--- config.mk ---
export PLATFORM = sky130hd
export DESIGN_NAME = pfa_ram
export DESIGN_NICKNAME = d
export VERILOG_FILES = /design/src/hdl/pfa_ram.sv
export SDC_FILE = /design/constraint.sdc
export NUM_CORES = 1
export LEC_CHECK = 0
export BUFFER_PORTS_ARGS = -buffer_cell sky130_fd_sc_hd__buf_2
export CORE_MARGIN = 8
export CORE_UTILIZATION = 44
export DETAILED_ROUTE_END_ITERATION = 8
export PLACE_DENSITY_LB_ADDON = 0.1
export SYNTH_ARGS = -nofsm -noshare
export SYNTH_HDL_FRONTEND = slang
export SYNTH_SLANG_ARGS = --single-unit
--- constraint.sdc ---
create_clock -name clk -period 0.9 [get_ports clk]
set_input_delay 0.18 -clock clk [delete_from_list [all_inputs] [get_ports clk]]
set_output_delay 0.18 -clock clk [all_outputs]
set_load 0.02 [all_outputs]
--- src/hdl/pfa_ram.sv ---
module pfa_ram #(
  parameter int WIDTH = 8,
  parameter int DEPTH = 2
) (
  input  logic                     clk,
  input  logic                     we,
  input  logic [$clog2(DEPTH)-1:0] waddr,
  input  logic [WIDTH-1:0]         wdata,
  input  logic [$clog2(DEPTH)-1:0] raddr,
  output logic [WIDTH-1:0]         rdata
);

  logic [WIDTH-1:0] mem [DEPTH];

  // One write port, one read port with registered data.
  always_ff @(posedge clk) begin
    if (we) begin
      mem[waddr] <= wdata;
    end
    rdata <= mem[raddr];
  end

endmodule

### After elaboration in Yosys (flattened, before gate mapping)

Memory sizes are Yosys's and may differ from the RTL's. A register that Yosys moved wholly into a read port is not among the register bits.
Index checks and enable logic that the tools add are counted.

* logic and storage cells: 3
* output and inout bits: 8
* memories kept: 1
* memory bits (writable): 16
* bits of input ports: 12
* flip-flop bits (word level): 0

Memories
* mem: depth 2, width 8, rd ports 1, clocked after memory_dff 1, wr ports 1, RTL line 13 `logic [WIDTH-1:0] mem [DEPTH];`

* muxes and demuxes: 2

Operators with widths (number)
* two-way mux 1 bit: 2

### Longest topological paths before layout

* depth after elaboration: 2
* gate-level depth with buffers: 2
* gate-level depth less buffers: 1

### Worst setup path after synthesis

OpenSTA, ideal clock, no wires.

* kind: input -> register
* start point: input port we
* end point: memory mem[0][0] (enable)
* buffers on the path: 0
* setup slack: -0.073 ns
* required time: 0.527 ns
* arrival: 0.600 ns
* setup time: 0.373 ns
* cell stages on the path: 1
* cell sequence: nor2b_1

* longest elaborated chain between the ends: 2

RTL lines
* start: declaration: RTL line 6 `input logic we,`
* two-way mux 1 bit: RTL line 17 `if (we) begin`
* two-way mux 1 bit (not written as such): RTL line 18 `mem[waddr] <= wdata;`
* end: declaration: RTL line 13

Every way passes these cells.

### Worst setup path in the final report

* start point: register rdata[1], read port of mem
* end point: output port rdata[1]

RTL lines
* start: declaration: RTL line 10 `output logic [WIDTH-1:0] rdata`

No word-level cell between the ends.

==> results.md <==
- First-pass GRT wire length: around 1.8 mm
- Max Transition Viols Final: 0
- Deepest clock path buffer count: 2
- Initial DRT Pass Iterations: 3
- Max-Cap Viols: 0
- Hold_ws: about 50 ps
- CP max-delay cell: dfxtp_2
- Kind of cell adding the most delay to the critical path: flip-flops
- Routability congestion estimate: a little over 0.6
- Max incr delay on CP: 340 ps
- Crit. End Element: primary output
- Initial antenna violation count: 0
- Post-DR vias/cell: 4.326
- Largest net degree at the start of global routing: 15
- Core ar.: around 0.0017 mm2
- Peak supply drop: approximately 1.5 mV
- Final setup violation count: 8
- Row count: 15
- Tot Pwr: approximately 2.3 mW
- Die ar.: 0.003390 mm2
- Fill cell count: 138
- Diodes inserted: 0
- Slew Limit Headroom: about 82%
- Detailed-route wire length: around 1.1 mm
- DRT iter0 DRCs: 5
- Mapped cell area: roughly 780 um2
- Final Util: a little over 60%
- Critical setup path kind: register to primary output
- Synth Instances: 35
- Period utilization: 105.5%
- Mux contribution to synthesized area: ~15%
- Distinct cells, synth: 6
- Worst path required time: between 700 and 800 ps
- Synthesized Nets: 47
- # port buffers: 19
- Via count: 372
- Setup WS post-layout: -49.30 ps
- CTS root buf: clkbuf_4
- # H-tree levels: 1
- Seq/Total Area, Yosys: between 80% and 90%
- IO Count: 20
- YS warnings: 0
- RSZ-0062 raised after global routing: true
- P_leak: approximately 0.43 nW
- DRC violations left: 0
- TritonCTS buffer count: 3
- Die width: between 50 and 60 um
- Total GRT Usage: 7.084%
- Crit start category: register
- Antenna-violating nets left: 0
- CTS tree: yes
- Initial core utilization: between 40 and 50%
- Post-synthesis simple-gate area fraction: approximately 1.6%
- Post-Synth XOR/XNOR Area: 0%
- Synthesized area per cell: roughly 22 um2
- CP Cell Sequence: buf_6
- Largest family of logic cells by synthesized area: multiplexers
- Synthesis-stage register bit count: 24
- CP arrival: between 700 and 800 ps
- CTS Sinks: 24
- F_max: about 1.1 GHz
- Power per cell area: about 2200 mW/mm2
- Adder-cell share of the synthesized area: 0%
- Hold-fix buffers, CTS: 0
- Max Clock Skew: about 5.9 ps
- Drt wl/cell: approximately 13 um
- Buf/Inv on CP: 1
- Vias in the first global route: 431
- Min Tclk post-route: around 950 ps
- Layout cell share with drive strength beyond 1: between 70% and 80%
- Worst Tran Pin Value: 265.7 ps
- Crit-path max FO: 1
- Worst slack, placed: just under 10 ps
- Clock latency on the worst-skew pair: between 300 and 400 ps
- Die H: just under 60 um
- CTS clk-pin slew, worst paths: roughly 130 ps
- Compound-Gate Fraction of Synth Area: 0%
- Syn-to-layout area delta: 33.17%
- Violated checks: setup timing
- GRT overflow: 0
- Final-report hold violation count: 0
- Net count, final: 74
- Outcome: finished, violations left
- Hold Crit Class: input pin to register
final timing paths:
| path | from | cells past startpoint | to | slack [ps] |
|---|---|---|---|---|
| max reg2reg | mem[0][4] | 1 | rdata[4] | 120 |
| min reg2reg | mem[0][5] | 1 | rdata[5] | 490 |
| max | rdata[1] | 1 | rdata[1] | -50 |
| min | wdata[1] | 1 | mem[1][1] | 50 |
power by group:
| group | switching (mW) | internal [mW] |
|---|---|---|
| Clock | 0.307 | 0.450 |
| Sequential | 0.0266 | 1.27 |
| Combinational | 0.0958 | 0.139 |
kinds of logic (layout without fill, tap and decap cells):
group | count (synthesis) | after routing
multiplexers | 8 | 8
flip-flops | 24 | 24
buffers and inverters | 1 | 27
AND/OR/NAND/NOR | 2 | 2
cell usage in the layout (no fill, tap or decap):
master      n
bufinv_16   1
clkbuf_4    3
dfxtp_2     8
buf_2      11
nor2b_2     1
mux2_4      8
and2_1      1
buf_6       8
buf_4       4
edfxtp_1   16
cell usage after synthesis (all sizes together):
cell,number,share of area [%]
edfxtp,16,61
dfxtp,8,20
mux2,8,15
and2,1,0.80
buf,1,1.4
nor2b,1,0.80
area by class of cell:
cell class              count  area (um2)  area share, %
repair buffers             23       175.2          16.77
well taps                  25       31.28          2.994
multi-input cells          10       135.1          12.93
flip-flops and latches     24       650.6          62.28
clock inverters             1       30.03          2.874
clock buffers               3       22.52          2.156
flip-flops by register name (all words and copies together), names as in the netlist:
signal / cells
mem: 16
rdata: 8
routing by layer:
metal,part of all wire (%),vias up,track usage [%]
met5,0,-,0
met4,0,0,1.049
met3,7.1,0,4.415
met2,55,14,13.69
met1,38,176,6.021
li1,-,182,-
metrics by stage:
step	TNS, ps	cells	cell area (um2)
after floorplan	0	35	787.0
after global placement	0	82	932.1
after detailed placement	0	82	932.1
after CTS	-454.6	86	1045
after global routing	-630.3	86	1045
final	-345.4	86	1045
timing repair:
| item | in CTS | in global routing |
|---|---|---|
| resized for setup | 24 | 0 |
| endpoints found under the setup margin | 8 | 8 |
| setup buffers | 0 | 0 |
Note: power is estimated with default switching activity, not from simulation.
