[src/hdl/pfa_pkg.sv]
package pfa_pkg;

  // Store geometry. WORD_BITS is a power of two.
  localparam int NUM_PAGES = 65536;
  localparam int WORD_BITS = 64;
  localparam int NUM_WORDS = (NUM_PAGES + WORD_BITS - 1) / WORD_BITS;
  localparam int WADDR_W   = (NUM_WORDS > 1) ? $clog2(NUM_WORDS) : 1;
  localparam int BIT_W     = $clog2(WORD_BITS);
  localparam int DELTA_W   = BIT_W + 1;

  // Field widths.
  localparam int CMD_W = 3;
  localparam int IDX_W = 16;
  localparam int CNT_W = 17;
  localparam int END_W = ($clog2(NUM_PAGES + 1) > IDX_W + 2) ? $clog2(NUM_PAGES + 1) : IDX_W + 2;

  // Stream payload widths, padded to whole bytes.
  localparam int IN_DATA_W  = 40;
  localparam int OUT_DATA_W = 72;

  localparam logic [CNT_W-1:0] CNT_MAX     = '1;
  localparam logic [CNT_W-1:0] TOTAL_RESET = 17'd65536;

  // Command codes.
  localparam logic [CMD_W-1:0] CMD_LOCK      = 3'd0;
  localparam logic [CMD_W-1:0] CMD_FREE      = 3'd1;
  localparam logic [CMD_W-1:0] CMD_RESERVE   = 3'd2;
  localparam logic [CMD_W-1:0] CMD_UNRESERVE = 3'd3;
  localparam logic [CMD_W-1:0] CMD_ALLOC     = 3'd4;

  typedef logic [WORD_BITS-1:0] word_t;

  // Pages of the last word that lie inside the store.
  localparam word_t LAST_MASK = ((NUM_PAGES % WORD_BITS) == 0) ? '1 :
                                ((word_t'(1) << (NUM_PAGES % WORD_BITS)) - word_t'(1));

  // Position of the current word within the run or the scan.
  typedef struct packed {
    logic             lo_edge;
    logic             hi_edge;
    logic [BIT_W-1:0] lo_bit;
    logic [BIT_W-1:0] hi_bit;
    logic             last_word;
  } wop_ctl_t;

  // Updated word and what changed in it.
  typedef struct packed {
    word_t              new_word;
    logic [DELTA_W-1:0] delta;
    logic               hit;
    logic [BIT_W-1:0]   hit_bit;
  } wop_res_t;

endpackage

[src/hdl/pfa_word_op.sv]
module pfa_word_op (
  input  logic [pfa_pkg::CMD_W-1:0] cmd,
  input  pfa_pkg::word_t            word,
  input  pfa_pkg::wop_ctl_t         ctl,
  output pfa_pkg::wop_res_t         res
);
  import pfa_pkg::*;

  localparam logic [BIT_W-1:0] TOP_BIT = BIT_W'(WORD_BITS - 1);

  word_t              all_ones;
  word_t              run_mask;
  word_t              change;
  word_t              avail;
  logic               set_op;
  logic               hit;
  logic [BIT_W-1:0]   low_bit;
  logic [DELTA_W-1:0] sums [WORD_BITS];

  // Pages of the run that fall into this word.
  always_comb begin
    all_ones = '1;
    run_mask = (ctl.lo_edge ? (all_ones << ctl.lo_bit) : all_ones) &
               (ctl.hi_edge ? (all_ones >> (TOP_BIT - ctl.hi_bit)) : all_ones);
    set_op   = (cmd == CMD_LOCK) || (cmd == CMD_RESERVE);
    change   = set_op ? (run_mask & ~word) : (run_mask & word);
  end

  // Count of bits that flip, as an adder tree.
  always_comb begin
    for (int i = 0; i < WORD_BITS; i++) begin
      sums[i] = DELTA_W'(change[i]);
    end
    for (int lvl = 0; lvl < BIT_W; lvl++) begin
      for (int i = 0; i < (WORD_BITS >> (lvl + 1)); i++) begin
        sums[i] = sums[2*i] + sums[2*i+1];
      end
    end
  end

  // Lowest free page of the word for allocate.
  always_comb begin
    avail   = ~word & (ctl.last_word ? LAST_MASK : all_ones);
    hit     = |avail;
    low_bit = '0;
    for (int i = WORD_BITS - 1; i >= 0; i--) begin
      if (avail[i]) begin
        low_bit = BIT_W'(i);
      end
    end
  end

  always_comb begin
    res.hit     = hit;
    res.hit_bit = low_bit;
    if (cmd == CMD_ALLOC) begin
      res.new_word = hit ? (word | (word_t'(1) << low_bit)) : word;
      res.delta    = DELTA_W'(hit);
    end else begin
      res.new_word = set_op ? (word | change) : (word & ~change);
      res.delta    = sums[0];
    end
  end

endmodule

[config.mk]
export PLATFORM = sky130hd
export DESIGN_NAME = pfa_word_op
export DESIGN_NICKNAME = d
export VERILOG_FILES = /design/src/hdl/pfa_pkg.sv /design/src/hdl/pfa_word_op.sv
export SDC_FILE = /design/constraint.sdc
export NUM_CORES = 1
export LEC_CHECK = 0
export BUFFER_PORTS_ARGS = -buffer_cell sky130_fd_sc_hd__buf_4
export CAP_MARGIN = 40
export CORE_AREA = 4 4 138 114
export DETAILED_ROUTE_END_ITERATION = 8
export DIE_AREA = 0 0 142 118
export PLACE_DENSITY = 0.67
export SYNTH_ARGS = -nofsm -noshare
export SYNTH_HDL_FRONTEND = slang
export SYNTH_SLANG_ARGS = --single-unit
[constraint.sdc]
create_clock -name vclk -period 10.85
set_input_delay 0.5425 -clock vclk [all_inputs]
set_output_delay 0.5425 -clock vclk [all_outputs]
set_load 0.005 [all_outputs]
Word-level counts from Yosys, hierarchy flattened
Index checks and enable logic that the tools add are counted.
Word-level totals
  output and inout port bits: 78
  register bits: 0
  bits of input ports: 82
  word-level logic and storage cells: 150
Operators by class
  equality and inequality tests: 2
  bitwise logic cells: 8
  multiplexer cells: 70
  shifts and indexed selects: 3
  $add $sub $neg: 64
  reductions and logical operators: 3
Operators by type and width (number)
  $mux 6: 64
  $mux 64: 5
  $and 64x64->64: 4
  $not 64->64: 2
  $or 64x64->64: 2
  $mux 71: 1
  $add 1x1->2: 32
  $reduce_or 64->1: 1
  $shl 1x6->64 const A: 1
  $shl 64x6->64 const A: 1
  $shr 64x6->64 const A: 1
  $add 2x2->3: 16
  $add 3x3->4: 8
  $add 4x4->5: 4
  $add 5x5->6: 2
  $add 6x6->7: 1
  $sub 6x6->6 const A: 1
  $eq 3x2->1 const B: 1
  $eq 3x3->1 const B: 1
  $logic_not 3->1: 1
  $logic_or 1x1->1: 1

Depth between registers and ports, before layout
Gate-level depths: netlist (run 1).
  word-level depth: 69
  mapped depth: 29
  gate-level depth less buffers: 27

Worst setup path before layout (run 1)
OpenSTA, ideal clock, no wires.
  path type: input -> output
  start: input port cmd[0] in the netlist's numbering
  end: output port res[13] in the netlist's numbering
  data required time: 10.307 ns
  slack: 2.982 ns
  cell stages on the path: 26
  buffers on the path: 3
  data arrival time: 7.325 ns
  path through: or2_2 clkbuf_1 clkbuf_1 clkbuf_1 xnor2_1 o221ai_1 fa_1 fa_1 fa_1 inv_1 fa_1 inv_1 fa_1 fa_1 fa_1 fa_1 inv_1 ha_1 fa_1 a21o_1 a21oi_1 nor2b_1 nor2_1 nor2_1 nor2_1 nor2_1
RTL lines
  start: declaration: RTL line pfa_word_op.sv:2  | input logic [pfa_pkg::CMD_W-1:0] cmd,
  end: declaration: RTL line pfa_word_op.sv:5  | output pfa_pkg::wop_res_t res

==> run_results.csv, run 1 <==
group,metric,value,unit
synth,yosys_warnings,0,
clocking,hold_buffers,0,
final_layout,nets,1181,
min_path,min_path_type,"input port to primary output",
timing,rsz0062_at_grt,"false",
setup_path,crit_type,"input port to primary output",
synth,syn_area_per_cell,6.812,sq um
floorplanning,pin_count,160,
setup_path,worstSetupEndpointType,"primary output",
timing,slew_viol_final,0,
synth,ys_seq_area_share,0,%
timing,setup_viol,0,
setup_path,startpoint_type,"input port",
final_layout,multi_input_area,5801,sq um
power_and_ir_drop,worst_ir_drop_vdd,0.002676,V
detailed_routing,wire_per_inst,24.99,um
floorplanning,die_x,142,um
placed_design,dp_hpwl,24710,um
detailed_routing,first_pass_iters,5,
placed_design,gp_congestion,0.9787,
clocking,cts.repair.resized,0,
detailed_routing,final_antenna_net_count,0,
floorplanning,core_area,14200,sq um
final_layout,drive_gt1_share,18.29,%
power_and_ir_drop,leakage,3.289,nW
final_layout,final_cell_mix,"buf_4 (168), nor2_1 (95), nand2_1 (90)",
setup_path,crit_arrival,8.00,ns
synth,synth_top_area_share,17.08,%
final_layout,register_area,0,sq um
timing,fmax,117.1,MHz
detailed_routing,via_per_inst,6.595,
synth,synth_nets,1080,
setup_path,path_max_fanout,30,
global_route,antenna_found_initial,1,
global_route,grt_max_degree,50,
global_route,first_global_vias,7552,
power_and_ir_drop,powerDensity,405.3,nW/um^2
floorplanning,dieArea,16760,sq um
final_layout,n_fill_cell,1497,
detailed_routing,wirelength,30290,um
floorplanning,num_rows,39,
final_layout,area_growth,19.97,%
placed_design,portBuffers,159,
detailed_routing,vias,7993,
synth,yosysTopAreaCell,"fa_1",
synth,syn-cell-area,6329,sq um
clocking,post-cts-setup-buffers,0,
global_route,track_usage,34.85,%
timing,max_slew_margin,39.07,%
placed_design,dp.cells,1212,
final_layout,final-instance-count-excl-fill,1212,
global_route,overflow,0,
final_layout,antenna_cells,0,
timing,finalHoldViolCount,0,
timing,worst_slew_pin_slew,0.9055,ns
min_path,hold_depth,4,
floorplanning,fp.dieH,118,um
synth,synthTopCellsByArea,"fa_1 (17%), xnor2_1 (9.3%), mux2i_1 (7.1%), nor2_1 (5.7%), nand2_1 (5.3%)",
timing,period_minus_slack,8.541,ns
setup_path,required,10.31,ns
final_layout,final_common_cell,"buf_4",
global_route,grt_pass1_wl,46020,um
synth,synth_cell_types,64,
detailed_routing,drcViolationCount,0,
timing,period_share,78.72,%
timing,totalNegativeSetupSlack,0,ns
final_layout,nClkBuffers,0,
synth,netlist_instances,929,
flow_run,cap_violations,0,
detailed_routing,drt_iter0_markers,1029,
floorplanning,initial_utilization,44.57,%
final_layout,seq_cells,0,
status,status,"complete, no violations",
==> final timing paths <==
path  startpoint       to  slack [ns]
max       cmd[0]  res[13]        2.31
min     word[40]  res[54]        1.48
==> synth_stat cells (3+ instances only) <==
library cell and count:
clkbuf_1 59, a311oi_1 8, nand3_1 24, xnor2_1 67, a211oi_1 5, fa_1 54
buf_4 3, o211ai_1 14, nand4_1 24, nor2b_1 12, or2_2 4, o2111ai_1 8
ha_1 15, a31oi_1 43, nor3_1 20, nand2_1 90, mux2i_1 45, o21ai_0 59
and3_1 8, or3_1 12, nor4_1 9, a21boi_0 4, nand2b_1 22, a221oi_1 8
nor4_4 3, o22ai_1 4, nor2_1 96, and4_1 5, a41oi_1 7, a21o_1 9
a32oi_1 3, inv_1 71, o221ai_1 13, and2_1 12, a21oi_1 41, a22oi_1 7
buf_2 5
==> cells by family after synthesis <==
family	Yosys count	synth area share, %
compound gates	255	27.05
xor+xnor	67	9.272
simple gates	351	27.76
buf+inv	142	8.758
fa+ha+maj	69	20.05
mux	45	7.117
==> cell type report <==
type,count,share of cell area (%)
inverters,72,3.593
multi-input cells,787,76.40
well taps,184,3.032
repair buffers,169,16.97
==> worst max-delay path, cell delays in order <==
cell,delay (ns)
buf_4,0.13
nor2_4,0.44
buf_4,0.50
xnor2_1,0.11
or3_1,0.34
fa_1,0.51
fa_1,0.54
fa_1,0.57
inv_1,0.07
fa_1,0.53
inv_1,0.07
fa_1,0.60
fa_1,0.46
fa_1,0.49
fa_1,0.51
inv_1,0.04
ha_1,0.22
fa_1,0.46
a21o_1,0.17
a21oi_1,0.18
nor2b_1,0.08
nor2_1,0.09
nor2_1,0.04
nor2_1,0.08
nor2_1,0.04
buf_4,0.15
==> power breakdown <==
group / switching [mW] / total (mW) / leakage, nW / internal (mW)
Clock: 0 / 0 / 0 / 0
Sequential: 0 / 0 / 0 / 0
Combinational: 1.50 / 3.08 / 3.29 / 1.58
==> layer usage <==
metal,share of wire (%),global-route usage [%],vias up,wire (um)
li1,-,-,3536,-
met1,41,51.21,3774,12390
met2,43,52.36,602,13030
met3,13,6.824,79,3870
met4,3.3,7.974,2,985
met5,0.043,0,-,13
==> metrics by stage <==
| step | instance area, sq um | setup slack, ns | util (%) | hold WS [ns] | power (mW) |
|---|---|---|---|---|---|
| after floorplan | 6329 | 2.982 | - | 1.206 | 1.963 |
| after global placement | 7565 | 2.354 | 53.27 | 1.491 | 3.052 |
| after detailed placement | 7592 | 2.357 | 53.47 | 1.476 | 3.068 |
| after CTS | 7592 | 2.325 | 53.47 | 1.477 | 3.114 |
| after global routing | 7592 | 1.832 | 53.47 | 1.520 | 3.518 |
| final | 7592 | 2.309 | 53.47 | 1.480 | 3.077 |
Power figures use the tool's default switching activity.
==> inputs of run 2 (changes only) <==
--- a/config.mk
+++ b/config.mk
@@ -10,7 +10,7 @@
 export CORE_AREA = 4 4 138 114
 export DETAILED_ROUTE_END_ITERATION = 8
 export DIE_AREA = 0 0 142 118
-export PLACE_DENSITY = 0.67
+export PLACE_DENSITY = 0.7
 export SYNTH_ARGS = -nofsm -noshare
 export SYNTH_HDL_FRONTEND = slang
 export SYNTH_SLANG_ARGS = --single-unit
==> constraint.sdc (replaced) <==
create_clock -name vclk -period 6.95
set_input_delay 0.3475 -clock vclk [all_inputs]
set_output_delay 0.3475 -clock vclk [all_outputs]
set_load 0.005 [all_outputs]
==> run_results.csv, run 2 (same netlist as run 1, synthesis figures left out) <==
group,metric,value,unit
flow_run,cap_violations,0,
floorplanning,dieArea,16760,sq um
timing,totalNegativeSetupSlack,-1.480,ns
floorplanning,core_area,14200,sq um
min_path,min_path_type,"input port to primary output",
setup_path,crit_type,"input port to primary output",
final_layout,final_common_cell,"buf_4",
power_and_ir_drop,fin_total_pwr,6.658,mW
final_layout,register_area,0,sq um
min_path,hold_depth,4,
placed_design,gp_congestion,1.064,
detailed_routing,first_pass_iters,6,
timing,finalHoldViolCount,0,
global_route,grt_pass1_wl,50980,um
final_layout,n_fill_cell,1311,
detailed_routing,wirelength,34120,um
floorplanning,pin_count,160,
power_and_ir_drop,leakage,4.355,nW
timing,setup_ws,-0.4157,ns
floorplanning,initial_utilization,44.57,%
min_path,min_from,"word[40]",
floorplanning,num_rows,39,
timing,period_share,106.0,%
global_route,grt_max_degree,50,
timing,slew_viol_final,0,
detailed_routing,wire_per_inst,24.14,um
final_layout,post-route-util,67.06,%
global_route,first_global_vias,8651,
placed_design,portBuffers,159,
detailed_routing,drcViolationCount,0,
timing,rsz0062_at_grt,"true",
final_layout,area_growth,50.47,%
global_route,overflow,0,
global_route,antenna_found_initial,0,
timing,period_minus_slack,7.366,ns
setup_path,startpoint,"ctl[4]",
detailed_routing,via_per_inst,6.348,
final_layout,seq_cells,0,
min_path,min_to,"res[54]",
setup_path,startpoint_type,"input port",
setup_path,required,6.60,ns
floorplanning,die_x,142,um
power_and_ir_drop,powerDensity,699.2,nW/um^2
final_layout,antenna_cells,0,
timing,worst_slew_pin_slew,1.005,ns
final_layout,nClkBuffers,0,
setup_path,path_max_fanout,5,
timing,setup_viol,6,
global_route,track_usage,38.86,%
status,status,"finished, violations left",
setup_path,worstSetupEndpointType,"primary output",
setup_path,crit_arrival,7.02,ns
clocking,hold_buffers,0,
power_and_ir_drop,worst_ir_drop_vdd,0.005623,V
final_layout,drive_gt1_share,37.67,%
timing,fmax,135.8,MHz
final_layout,final_cell_mix,"buf_4 (354), nand2_1 (86), nor2_1 (81)",
status,violations,"setup timing",
placed_design,dp_hpwl,28450,um
floorplanning,fp.dieH,118,um
final_layout,nets,1382,
detailed_routing,final_antenna_net_count,0,
timing,max_slew_margin,32.41,%
detailed_routing,vias,8970,
detailed_routing,drt_iter0_markers,1385,
## run 2: changes by cell type in the layout (fill, tap and decap cells not counted), sizes merged
cell / delta
clkdlybuf4s15: +1
buf: +200
## run 2: worst max path at each step
stage,endpoint,slack [ns],depth (start not counted)
after floorplan,res[13],0.002,26
after global placement,res[13],-0.63,26
after detailed placement,res[13],-0.69,25
after CTS,res[13],-0.49,28
after global routing,res[13],-0.65,27
final,res[13],-0.42,27
## run 2: layout make-up
| type | instances | area [sq um] | share of cell area, % |
|---|---|---|---|
| tap | 184 | 230.2 | 2.418 |
| timing repair buffer | 370 | 2875 | 30.19 |
| inverter | 72 | 272.8 | 2.864 |
| multi-input combinational | 787 | 6145 | 64.53 |
## run 2: power by group
group	internal (mW)	switching, mW
clock network	0	0
registers	0	0
logic	3.74	2.92
total	3.74	2.92
## run 2: metal layers
| metal | global-route usage, % | wire (um) | vias to the layer above |
|---|---|---|---|
| li1 | - | - | 3950 |
| met4 | 10.97 | 1282 | 0 |
| met5 | 0 | 0 | - |
| met1 | 54.34 | 13540 | 4219 |
| met3 | 11.41 | 4627 | 99 |
| met2 | 57.90 | 14670 | 702 |
## run 2: through the flow
step	setup slack [ns]	instance area, sq um	cells	hold WS, ns
detailed placement	-0.6926	9089	1402	1.104
CTS	-0.4877	9285	1407	1.103
finish	-0.4157	9523	1413	1.114
floorplan	0.002021	6421	929	0.8157
global placement	-0.6262	9050	1400	1.100
global route	-0.6537	9523	1413	1.127
## run 2: timing repair
item	CTS	global route
setup buffers	5	6
setup endpoints to repair	7	7
pin swaps	33	45
cloned	0	0
gates resized for setup	44	57
## run 2: worst max-delay path, cell delays in order
cell     delay, ns
buf_6         0.10
or3b_4        0.42
nor2_4        0.17
nand2_2       0.09
buf_4         0.15
o21ai_4       0.16
nor2_1        0.08
fa_1          0.48
inv_1         0.06
fa_1          0.53
fa_2          0.46
fa_2          0.60
fa_2          0.46
fa_1          0.56
fa_1          0.45
fa_1          0.51
inv_1         0.04
ha_2          0.19
fa_2          0.34
a21o_1        0.18
a21oi_2       0.16
nor2b_1       0.07
nor2_1        0.08
nor2_1        0.05
nor2_1        0.08
nor2_1        0.04
buf_4         0.16
==> inputs of run 3 (changes only) <==
--- a/config.mk
+++ b/config.mk
@@ -7,10 +7,12 @@
 export LEC_CHECK = 0
 export BUFFER_PORTS_ARGS = -buffer_cell sky130_fd_sc_hd__buf_4
 export CAP_MARGIN = 40
-export CORE_AREA = 4 4 138 114
+export CELL_PAD_IN_SITES_DETAIL_PLACEMENT = 1
+export CELL_PAD_IN_SITES_GLOBAL_PLACEMENT = 1
+export CORE_AREA = 4 4 154 126
 export DETAILED_ROUTE_END_ITERATION = 8
-export DIE_AREA = 0 0 142 118
-export PLACE_DENSITY = 0.7
+export DIE_AREA = 0 0 158 130
+export PLACE_DENSITY = 0.79
 export SYNTH_ARGS = -nofsm -noshare
 export SYNTH_HDL_FRONTEND = slang
 export SYNTH_SLANG_ARGS = --single-unit
==> run_results.csv, run 3 (same netlist as run 1, synthesis figures left out) <==
group,metric,value,unit
setup_path,crit_arrival,7.16,ns
timing,setup_ws,-0.5540,ns
placed_design,gp_congestion,1.021,
final_layout,area_growth,54.03,%
detailed_routing,vias,9200,
power_and_ir_drop,pwr-share-clk,0,%
global_route,grt_pass1_wl,57690,um
global_route,overflow,0,
power_and_ir_drop,switchingPower,3.283,mW
power_and_ir_drop,powerDensity,765.2,nW/um^2
power_and_ir_drop,worst_ir_drop_vdd,0.004608,V
global_route,track_usage,36.80,%
setup_path,crit_type,"input port to primary output",
timing,whs,1.130,ns
setup_path,cp_slowest_stage_delay,0.57,ns
power_and_ir_drop,swShare,44.01,%
setup_path,crit_top_cell,"fa_2",
final_layout,nClkBuffers,0,
final_layout,post-route-util,54.48,%
detailed_routing,drcViolationCount,0,
timing,rsz0062_at_grt,"true",
floorplanning,initial_utilization,35.37,%
min_path,min_path_type,"input port to primary output",
final_layout,final_cell_mix,"buf_4 (358), nand2_1 (83), nor2_1 (79)",
timing,period_share,108.0,%
status,violations,"setup timing",
setup_path,path_max_fanout,4,
timing,worst_slew_pin_slew,0.9421,ns
detailed_routing,wirelength,39690,um
floorplanning,fp.dieH,130,um
timing,setup_viol,6,
setup_path,startpoint_type,"input port",
final_layout,final_common_cell,"buf_4",
detailed_routing,wire_per_inst,26.98,um
final_layout,antenna_cells,0,
final_layout,nets,1394,
power_and_ir_drop,leakage,4.440,nW
global_route,first_global_vias,9183,
setup_path,startpoint,"ctl[3]",
min_path,min_from,"word[34]",
global_route,antenna_found_initial,0,
final_layout,register_area,0,sq um
setup_path,cp_slowest_cell,"fa_2",
timing,max_slew_margin,36.40,%
global_route,grt_max_degree,50,
timing,finalHoldViolCount,0,
detailed_routing,first_pass_iters,5,
placed_design,dp_hpwl,32530,um
setup_path,required,6.60,ns
timing,slew_viol_final,0,
detailed_routing,final_antenna_net_count,0,
placed_design,portBuffers,159,
flow_run,cap_violations,0,
timing,period_minus_slack,7.504,ns
power_and_ir_drop,comb_power_share,100.0,%
final_layout,seq_cells,0,
floorplanning,pin_count,160,
floorplanning,die_x,158,um
floorplanning,dieArea,20540,sq um
setup_path,worstSetupEndpointType,"primary output",
detailed_routing,drt_iter0_markers,889,
detailed_routing,via_per_inst,6.254,
final_layout,n_fill_cell,2294,
power_and_ir_drop,power.internal,4.176,mW
final_layout,drive_gt1_share,39.48,%
floorplanning,num_rows,44,
timing,fmax,133.3,MHz
status,status,"finished, violations left",
power_and_ir_drop,fin_total_pwr,7.459,mW
floorplanning,core_area,17890,sq um
power_and_ir_drop,seqPwrFrac,0,%
run 3: cell types whose count changed in the layout (fill, tap and decap cells not counted), sizes merged:
cell,change
buf,+12
run 3: worst paths after layout:
kind,to,cells past startpoint,slack [ns]
max,res[13],28,-0.55
min,res[48],4,1.13
run 3: layer usage:
layer | global-route usage [%] | wire [um] | up-vias
li1 | - | - | 3954
met1 | 51.36 | 16360 | 4571
met2 | 58.88 | 18000 | 583
met3 | 6.598 | 3969 | 92
met4 | 9.980 | 1366 | 0
met5 | 0 | 0 | -
run 3: worst max-delay path, delay by kind of cell:
kind / cells / cell delay [ns]
adders and majority gates: 10 / 4.47
and+or+nand+nor: 9 / 1.16
AOI/OAI and AO/OA: 3 / 0.57
buffers and inverters: 6 / 0.59
run 3: metrics by stage:
step	cell area (sq um)	instances	setup TNS, ns	worst slack [ns]
after floorplan	6421	929	0	0.002021
after global placement	9085	1443	-3.135	-0.7358
after detailed placement	9133	1447	-3.585	-0.8480
after CTS	9474	1463	-1.658	-0.5231
after global routing	9748	1471	-3.044	-0.8006
final	9748	1471	-1.961	-0.5540
run 3: power by group through the flow:
| stage | Combinational [mW] | Clock, mW | Sequential [mW] |
|---|---|---|---|
| floorplan | 3.09 | 0 | 0 |
| global placement | 5.56 | 0 | 0 |
| detailed placement | 5.82 | 0 | 0 |
| CTS | 6.87 | 0 | 0 |
| global route | 8.10 | 0 | 0 |
| finish | 7.46 | 0 | 0 |
run 3: area by class of cell:
cell class	instances	area, sq um	share of cell area [%]
multi-input cells	787	6193	63.53
inverters	72	272.8	2.798
repair buffers	382	2994	30.71
well taps	230	287.8	2.952
run 3: timing repair:
action | 4_1_cts | 5_1_grt
pin swaps | 35 | 30
resized for setup | 71 | 57
hold buffers | 0 | 0
buffers inserted | 16 | 7
endpoints found under the setup margin | 7 | 6
